`config.mk`:
```
export PLATFORM = sky130hd
export DESIGN_NAME = sbs_lane
export DESIGN_NICKNAME = d
export VERILOG_FILES = /design/src/sbs_pkg.sv /design/src/sbs_lane.sv
export SDC_FILE = /design/constraint.sdc
export NUM_CORES = 1
export LEC_CHECK = 0
export CAP_MARGIN = 10
export CORE_UTILIZATION = 60
export CTS_BUF_LIST = sky130_fd_sc_hd__clkbuf_8
export CTS_CLUSTER_SIZE = 24
export DETAILED_ROUTE_END_ITERATION = 10
export DONT_BUFFER_PORTS = 1
export GPL_TIMING_DRIVEN = 0
export PLACE_DENSITY = 0.72
export SLEW_MARGIN = 20
export SYNTH_ARGS = -nofsm -noshare
export SYNTH_HDL_FRONTEND = slang
export SYNTH_SLANG_ARGS = --single-unit
export TNS_END_PERCENT = 100
```
`constraint.sdc`:
```
create_clock -name clk -period 9.9 [get_ports clk]
set_input_delay 0.495 -clock clk [delete_from_list [all_inputs] [get_ports clk]]
set_output_delay 0.495 -clock clk [all_outputs]
set_load 0.1 [all_outputs]
```
`src/sbs_pkg.sv`:
```
// Shared types and fixed widths for the segmented boxcar smoother.
`default_nettype none
package sbs_pkg;

  localparam int SAMPLE_W = 32;
  localparam int TAG_W    = 16;
  localparam int CFG_W    = 6;
  localparam int LEN_W    = 6;
  localparam logic [LEN_W-1:0] LEN_MAX = 6'd63;

  // Per-beat commands from the sequencer to every channel lane.
  typedef struct packed {
    logic clr;
    logic acc_en;
    logic acc_double;
    logic raw_load;
    logic div_start;
  } lane_ctrl_t;

endpackage
`default_nettype wire

```
`src/sbs_lane.sv`:
```
// One channel lane: window accumulator, serial divider and result register.
`default_nettype none
module sbs_lane
  import sbs_pkg::*;
#(
  parameter int ACCW = 40,
  parameter int DENW = 7
) (
  input  wire logic                clk,
  input  wire logic                rst,
  input  wire lane_ctrl_t          ctrl,
  input  wire logic [SAMPLE_W-1:0] sample,
  input  wire logic [DENW-1:0]     den,
  output logic [SAMPLE_W-1:0]      result,
  output logic                     done
);

  localparam int CW = $clog2(ACCW + 1);

  logic signed [ACCW-1:0] acc;
  logic [ACCW-1:0]        quo;
  logic [DENW-1:0]        rem;
  logic [CW-1:0]          cnt;
  logic                   neg;
  logic                   busy;
  logic [DENW:0]          trial;
  logic signed [ACCW-1:0] addend;

  assign addend = ctrl.acc_double
                ? (ACCW'(signed'(sample)) <<< 1)
                : ACCW'(signed'(sample));
  assign trial  = {rem, quo[ACCW-1]};
  assign done   = !busy;

  always_ff @(posedge clk) begin
    if (rst) begin
      busy <= 1'b0;
    end else if (ctrl.div_start) begin
      busy <= 1'b1;
    end else if (busy && cnt == '0) begin
      busy <= 1'b0;
    end
  end

  always_ff @(posedge clk) begin
    if (ctrl.clr) begin
      acc <= '0;
    end else if (ctrl.acc_en) begin
      acc <= acc + addend;
    end
    if (ctrl.raw_load) begin
      result <= sample;
    end
    if (ctrl.div_start) begin
      neg <= acc[ACCW-1];
      quo <= acc[ACCW-1] ? ACCW'(-acc) : ACCW'(acc);
      rem <= '0;
      cnt <= CW'(ACCW);
    end else if (busy) begin
      if (cnt != '0) begin
        // Restoring division, one quotient bit per cycle.
        if (trial >= {1'b0, den}) begin
          rem <= DENW'(trial - {1'b0, den});
          quo <= {quo[ACCW-2:0], 1'b1};
        end else begin
          rem <= trial[DENW-1:0];
          quo <= {quo[ACCW-2:0], 1'b0};
        end
        cnt <= cnt - 1'b1;
      end else begin
        result <= neg ? SAMPLE_W'(-quo[SAMPLE_W-1:0]) : quo[SAMPLE_W-1:0];
      end
    end
  end

endmodule
`default_nettype wire

```
# Yosys cells after proc, flatten, opt, wreduce, memory -nomap -nowiden
# Cells that the tools add are included.
# Widths: inputs -> output; s select.
[totals]
latchBits = 0
ramBits = 0
regBits = 127
elab_cells = 36
in_bits = 46
mem_bits_ro = 0
mem_count = 0
[op_classes]
shifts = 0
n_bitwise = 0
n_eq_ne = 0
n_lt_le_gt_ge = 1
div = 0
reduce_logical = 9
n_addsub = 5
mux = 14
multipliers = 0
[op_table]
columns = ["operator", "count"]
rows = [
  ["$mux 32", 6],
  ["$mux 40", 4],
  ["$add 40x33->40", 1],
  ["$neg 40->40", 1],
  ["$neg 32->32", 1],
  ["$ge 8x7->1", 1],
  ["$mux 7", 1],
  ["$sub 7x7->7", 1],
  ["$logic_not 6->1", 1],
  ["$reduce_bool 2->1", 3],
  ["$reduce_bool 6->1", 1],
  ["$sub 6x1->6 const B", 1],
  ["$reduce_and 2->1", 2],
  ["$mux 1", 3],
  ["$logic_and 1x1->1", 1],
  ["$logic_not 1->1", 1],
]

# Logic depth before layout (Yosys ltp)
# Gate-level depths: netlist of the first run.
[depth]
word_depth = 5
depth_mapped = 13
ltp_nobuf = 11

# Worst setup path after synthesis of the first run
# OpenSTA, ideal clock, no wires.
[synth_timing]
path_kind = "input port to flip-flop"
from = "in ctrl[2] in the netlist's numbering"
to = "reg acc[33]"
required_ps = 9783
setup_time_ps = 117
arrival_time_ps = 3801
path_slack_ps = 5982
path_stages = 12
cell_sequence = "clkbuf_1 > buf_1 > mux2_2 > ha_1 > a21o_1 > a41o_1 > a21o_1 > or3_1 > or4_4 > and3_4 > or3_1 > a32o_1"
[synth_via]
elab_chain_len = 2
[synth_lines]
columns = ["element", "line", "source"]
rows = [
  ["start: declaration", "sbs_lane.sv:11", "input wire lane_ctrl_t ctrl,"],
  ["$mux 32", "sbs_lane.sv:30", "? (ACCW'(signed'(sample)) <<< 1)"],
  ["$add 40x33->40", "sbs_lane.sv:49", "acc <= acc + addend;"],
  ["end signal: assignment", "sbs_lane.sv:49", ""],
  ["end: declaration", "sbs_lane.sv:20", "logic signed [ACCW-1:0] acc;"],
]
# No other way between the ends.
# A chain may end at the register's enable or synchronous reset.

# Worst setup path after layout of the first run
[layout_timing]
from = "in ctrl[2] in the netlist's numbering"
to = "reg acc[30]"
# The elaborated chain is that of the path after synthesis.

==> impl_metrics.tcl, run 1 <==
set metrics [dict create \
    insertion_delay_ns 0.47 \
    synth_top_area_frac 0.1824 \
    synthAdderAreaFrac 0.06919 \
    dp_hpwl_um 20620 \
    die_y_um 127.4 \
    synth_area_per_cell_um2 8.353 \
    cts_resized 0 \
    min_path_type "in -> reg" \
    cts_tree "yes" \
    synth.net_count 1227 \
    h-tree-depth 4 \
    crit_path_max_fanout 10 \
    die_w_um 127.4 \
    synth_cells 1130 \
    cp_top_family "compound AO/OA/AOI/OAI gates" \
    cp_data_required_time_ns 10.28 \
    cts_root_buf "clkbuf_8" \
    synth-async-reset-ratio 0 \
    max_cap_viol_count 0 \
    hold_viol 0 \
    antenna_found_initial 0 \
    p_int_mw 1.158 \
    drcViolationCount 0 \
    cts_sinks 127 \
    clkTransAtPathRegs_ns 0.08 \
    period_needed_ns 3.915 \
    final_core_util 0.6631 \
    cp_slowest_cell "a2111oi_0" \
    crit_arrival_ns 4.30 \
    finalMaxSlewViolations 0 \
    cts_hold_buffers 0 \
    dr_total_vias 8504 \
    ys.flop_type "dfxtp_1" \
    switching_share 0.4212 \
    final_common_cell "nor2_1" \
    fillers 1329 \
    final_cell_mix "nor2_1 (139), a21oi_1 (115), nand2_1 (89), dfxtp_1 (86), xnor2_1 (53)" \
    grt_setup_unrepaired "no" \
    skew_ns 0.01458 \
    ys_seq_elements 127 \
    synth.largest_area_cell "dfxtp_1" \
    power_density_nw_per_um2 197.8 \
    start_kind "primary input" \
    clock_path_buffers 2 \
    ant_nets 0 \
    firstDrtPassIters 5 \
    first_iter_violations 718 \
    die_area_um2 16240 \
    synth-simple-area-share 0.1892 \
    fin_crit_sh 0.3955 \
    max_freq_mhz 255.4 \
    max_stage_delay_ns 0.74 \
    p_sw_uw 842.7 \
    ir_worst_vdd_uv 95.61 \
    grt-ovfl-total 0 \
    grt_max_degree 32 \
    post-cts-setup-buffers 0 \
    cp-end-kind "flip-flop" \
    syn-cell-area_um2 9439 \
    setup_viol 0 \
    crit_chain "clkbuf_1 -> buf_1 -> nor2b_1 -> ha_1 -> fa_1 -> a21oi_1 -> o221ai_1 -> a2111oi_0 -> nor3_1 -> o21ai_0 -> a21oi_1 -> xnor2_1 -> a211oi_1" \
    pwr-share-clk 0.231 \
    synth_compound_area_frac 0.2053 \
    coreArea_um2 15260 \
    pwr-share-seq 0.421 \
    gp_congestion 0.9213 \
    synth-seq-area-share 0.3128 \
    relSlewSlack 0.3257 \
    synth-edff-count 41 \
    crit_top_cell "a21oi_1" \
    path_buf_inv 2 \
    io_buffer_count 0 \
    finalNonFillerCells 1374 \
    detail_route.vias_per_cell 6.189 \
    status "finished clean" \
    antenna_cells 0 \
    synth_top_family_by_area "compound AO/OA/AOI/OAI gates" \
    cts_made_buffers 17 \
    dp_cells 1342 \
    drive_gt1_frac 0.07395 \
    track_usage 0.3301 \
    ys_types 67 \
    combinationalPowerShare 0.348 \
    synth_warnings 0 \
    fin_nets 1247 \
    synthMuxAreaShare 0.09716 \
    ioPinCount 79 \
    netlist_top_cells_area "dfxtp_1 (18%), edfxtp_1 (13%), ha_1 (6.5%), a21oi_1 (6.1%), nor2_1 (5.5%)" \
    grt_pass1_vias 7781 \
    initial_core_util 0.6186 \
    leakage_nw 4.146 \
    path_class "in -> reg" \
    routed_wirelength_um 26250 \
    tightest_slew_ns 1.010 \
    fin_tns_setup_ns 0 \
    std_cell_rows 45 \
    synth_xor_area_frac 0.09001 \
    wl_per_cell_um 19.10 \
    grt_pass1_wl_um 41390 \
    area_growth_pct 7.184 \
]
==> power groups by stage <==
stage / clock network, mW / logic (mW) / registers [mW]
global placement: 0 / 0.672 / 0.846
finish: 0.462 / 0.697 / 0.842
global route: 0.481 / 0.775 / 0.852
CTS: 0.465 / 0.688 / 0.837
floorplan: 0 / 0.549 / 0.814
detailed placement: 0 / 0.684 / 0.848
==> cell usage after synthesis (all sizes together), types with 37 or more instances <==
cell    instances
ha             49
mux2           37
xor2           44
dfxtp          86
nand2          89
clkbuf         51
edfxtp         41
mux2i          50
xnor2          53
a21oi         115
o21ai          51
nor2          139
==> kinds of logic after synthesis <==
kind of cell,count (synthesis)
XOR/XNOR,97
buffers and inverters,91
adder cells (fa/ha/maj),51
multiplexers,87
AND/OR/NAND/NOR,375
AO/OA/AOI/OAI,302
flip-flops,127
==> sequential cells by signal (all words and copies together), names as in the netlist <==
register	flops
neg	1
busy	1
cnt	6
acc	40
rem	7
quo	40
result	32
==> final timing paths <==
kind | start | end | slack [ns] | depth (start not counted)
worst max-delay path | ctrl[2] | acc[30]$_SDFFE_PP0P_ | 5.98 | 13
worst min register to register | rem[6]$_SDFFE_PP0P_ | rem[6]$_SDFFE_PP0P_ | 0.47 | 2
worst max register to register | acc[0]$_SDFFE_PP0P_ | acc[30]$_SDFFE_PP0P_ | 6.48 | 10
worst min-delay path | rst | busy$_SDFFE_PP0P_ | 0.08 | 1
==> area by class of cell <==
class,count,area [um^2],area share
multi-input cells,912,6146,0.6075
well taps,211,264.0,0.02609
plain buffers,59,222.7,0.02201
inverters,32,120.1,0.01187
flip-flops and latches,127,2953,0.2919
clock buffers,17,234.0,0.02313
clock inverters,15,157.7,0.01558
repair buffers,1,20.02,0.001979
==> worst register-to-register path: stages (launching register included) <==
cell and delay (ns):
dfxtp_1 0.36, ha_1 0.26, fa_1 0.42, a21oi_1 0.26, o221ai_1 0.21, a2111oi_0 0.74, nor3_1 0.21, o21ai_0 0.34
a21oi_1 0.17, xnor2_1 0.15, a211oi_1 0.23
==> per-layer routing <==
| layer | vias to the layer above | GRT usage | share of wire |
|---|---|---|---|
| li1 | 4143 | - | - |
| met1 | 4035 | 0.4647 | 0.46 |
| met2 | 281 | 0.5104 | 0.45 |
| met3 | 45 | 0.05193 | 0.072 |
| met4 | 0 | 0.1211 | 0.022 |
| met5 | - | 0 | 0 |
==> per-stage QoR <==
step | hold slack [ns] | total power, mW | setup WS [ns] | instance area [um^2]
2_1_floorplan | 0.4367 | 1.363 | 5.982 | 9439
4_1_cts | 0.06376 | 1.990 | 6.013 | 10120
6_report | 0.07838 | 2.001 | 5.985 | 10120
3_5_place_dp | 0.4592 | 1.532 | 5.526 | 9726
3_3_place_gp | 0.4508 | 1.517 | 5.569 | 9703
5_1_grt | 0.07053 | 2.107 | 5.661 | 10120
(Power assumes the default switching activity.)
==> run 2, diff against run 1 <==
--- a/config.mk
+++ b/config.mk
@@ -5,6 +5,7 @@
 export SDC_FILE = /design/constraint.sdc
 export NUM_CORES = 1
 export LEC_CHECK = 0
+export ABC_AREA = 1
 export CAP_MARGIN = 10
 export CORE_UTILIZATION = 60
 export CTS_BUF_LIST = sky130_fd_sc_hd__clkbuf_8
==> constraint.sdc (replaced) <==
create_clock -name clk -period 3.8 [get_ports clk]
set_input_delay 0.19 -clock clk [delete_from_list [all_inputs] [get_ports clk]]
set_output_delay 0.19 -clock clk [all_outputs]
set_load 0.1 [all_outputs]
==> run 2 against run 1 <==
  * Power is 150% higher
  * Register-to-register slack worse by 5.1 ns
  * Final area is 15% higher
  * Core utilization is 0.31 points higher
  * Sequential share of layout area is 3.8 points lower
  * Worst hold slack worse by 0.051 ns
  * Largest power group unchanged
  * Routed wire length is 31% higher
  * Synthesized cell count is 58% higher
==> impl_metrics.tcl, run 2 <==
set metrics [dict create \
    status "finished clean" \
    routed_wirelength_um 34270 \
    cp-end-kind "flip-flop" \
    ys_types 43 \
    std_cell_rows 48 \
    fin_nets 1916 \
    detail_route.vias_per_cell 5.522 \
    wl_per_cell_um 16.66 \
    track_usage 0.3784 \
    crit_path_max_fanout 10 \
    clkTransAtPathRegs_ns 0.08 \
    fin_tns_setup_ns 0 \
    synth-edff-count 41 \
    cts_resized 0 \
    ant_nets 0 \
    die_y_um 136.2 \
    die_area_um2 18560 \
    synth-seq-area-share 0.2731 \
    fillers 1732 \
    top_regs "acc (40), quo (40), result (32)" \
    grt_pass1_vias 10390 \
    ir_worst_vdd_uv 265.7 \
    final_cell_mix "nand2_1 (562), inv_1 (269), nor2_1 (196), o21ai_0 (127), nand3_1 (119)" \
    coreArea_um2 17480 \
    cts_tree "yes" \
    cp_slowest_cell "fa_1" \
    seq_area_um2 2953 \
    firstDrtPassIters 5 \
    period_needed_ns 2.698 \
    io_buffer_count 0 \
    max_cap_viol_count 0 \
    fin_area_um2 11640 \
    leakage_nw 6.006 \
    synth-async-reset-ratio 0 \
    synth.largest_area_cell "nand2_1" \
    ys.flop_type "dfxtp_1" \
    grt_pass1_wl_um 53010 \
    hold_ws_ns 0.02768 \
    hold_viol 0 \
    clock_path_buffers 2 \
    synth.net_count 1882 \
    ys_seq_elements 127 \
    die_w_um 136.2 \
    cts_root_buf "clkbuf_8" \
    pre_cts_slack_ns 0.6728 \
    synth_warnings 0 \
    start_kind "primary input" \
    path_class "in -> reg" \
    synth_area_per_cell_um2 6.058 \
    netlist_top_cells_area "nand2_1 (20%), dfxtp_1 (16%), edfxtp_1 (11%), inv_1 (9.4%), nor2_1 (6.8%)" \
    grt_setup_unrepaired "no" \
    grt-ovfl-total 0 \
    ioPinCount 79 \
    fin_crit_sh 0.7101 \
    multi_input_area_um2 6621 \
    drive_gt1_frac 0.04531 \
    setup_viol 0 \
    cp_data_required_time_ns 4.17 \
    grt_max_degree 37 \
    antenna_cells 0 \
    h-tree-depth 4 \
    placed_area_um2 11110 \
    power_density_nw_per_um2 426.7 \
    skew_ns 0.006775 \
    first_iter_violations 1018 \
    max_stage_delay_ns 0.54 \
    synth_top_area_frac 0.1951 \
    crit_top_cell "nand2_1" \
    cts_sinks 127 \
    min_path_type "in -> reg" \
    finalMaxSlewViolations 0 \
    dp_hpwl_um 27980 \
    relSlewSlack 0.3272 \
    dr_total_vias 11360 \
    synth_common_cells "nand2_1 (562), inv_1 (270), nor2_1 (196)" \
    setup_ws_ns 1.102 \
    drcViolationCount 0 \
    initial_core_util 0.6187 \
    area_growth_pct 7.672 \
    yosysMostFrequentCell "nand2_1" \
    tightest_slew_ns 1.008 \
    gp_congestion 1.036 \
    final_common_cell "nand2_1" \
    insertion_delay_ns 0.46 \
    cts_made_buffers 17 \
    antenna_found_initial 0 \
    max_freq_mhz 370.6 \
    synth_cells 1785 \
    crit_chain "clkbuf_1 -> clkbuf_1 -> o21ai_0 -> fa_1 -> nand3_1 -> nand3_1 -> nand2_1 -> nand2_1 -> nand2_1 -> nand3_1 -> nand2_1 -> nand2_1 -> nand2_1 -> nand3_1 -> nand2_1 -> inv_1" \
    final_core_util 0.6662 \
    crit_arrival_ns 3.07 \
    syn-cell-area_um2 10810 \
]
==> run 2: layout make-up <==
type                            instances  area share
Inverter                              274     0.08834
Tap cell                              225     0.02418
Timing Repair Buffer                   15     0.01376
Buffer                                 50     0.01805
Multi-Input combinational cell       1334      0.5687
Sequential cell                       127      0.2536
Clock buffer                           18     0.02128
Clock inverter                         14     0.01204
==> run 2: cell families (layout without fill, tap and decap cells) <==
family	count (synthesis)	count (layout)	share of synthesized area
buf+inv	324	371	0.1146
simple gates	949	949	0.3660
fa+ha+maj	51	51	0.06040
compound gates	268	268	0.1320
xor+xnor	62	62	0.05022
mux	4	4	0.003703
flops	127	127	0.2731
==> run 2: what timing repair did <==
action                    in CTS  in global routing
setup buffers                  0                  0
hold endpoints to repair      14                  0
hold buffers                  14                  0
==> run 2: path summary, 6_finish.rpt <==
path	end	cells past startpoint	slack, ns	start
max	acc[38]$_SDFFE_PP0P_	16	1.10	ctrl[2]
min	result[15]$_DFF_P_	3	0.03	sample[15]
max reg2reg	acc[38]$_SDFFE_PP0P_	14	1.37	acc[0]$_SDFFE_PP0P_
min reg2reg	neg$_DFFE_PP_	0	0.45	acc[39]$_SDFFE_PP0P_
==> run 2: per-layer routing <==
| layer | track usage | share of wire | vias to the layer above | wire length [um] |
|---|---|---|---|---|
| li1 | - | - | 5728 | - |
| met1 | 0.5025 | 0.44 | 5124 | 15210 |
| met2 | 0.6235 | 0.45 | 432 | 15490 |
| met3 | 0.03915 | 0.069 | 74 | 2355 |
| met4 | 0.1562 | 0.035 | 0 | 1216 |
| met5 | 0 | 0 | - | 0 |
==> run 2: metrics by stage <==
step	power, mW	cells
floorplan	3.286	1785
global placement	3.708	2010
detailed placement	3.746	2011
CTS	4.919	2057
global route	5.252	2057
finish	4.968	2057
==> run 2: power by group <==
part | internal [mW] | total, mW | switching, mW
Clock | 0.596 | 1.18 | 0.587
Sequential | 1.60 | 2.03 | 0.423
Combinational | 0.576 | 1.76 | 1.18
Total | 2.77 | 4.97 | 2.19
==> run 2: critical path: cells and delay by family <==
kind                     cells  cell delay, ns
AO/OA/AOI/OAI                1            0.33
adder cells (fa/ha/maj)      1            0.54
buffers and inverters        3            0.70
AND/OR/NAND/NOR             11            1.30
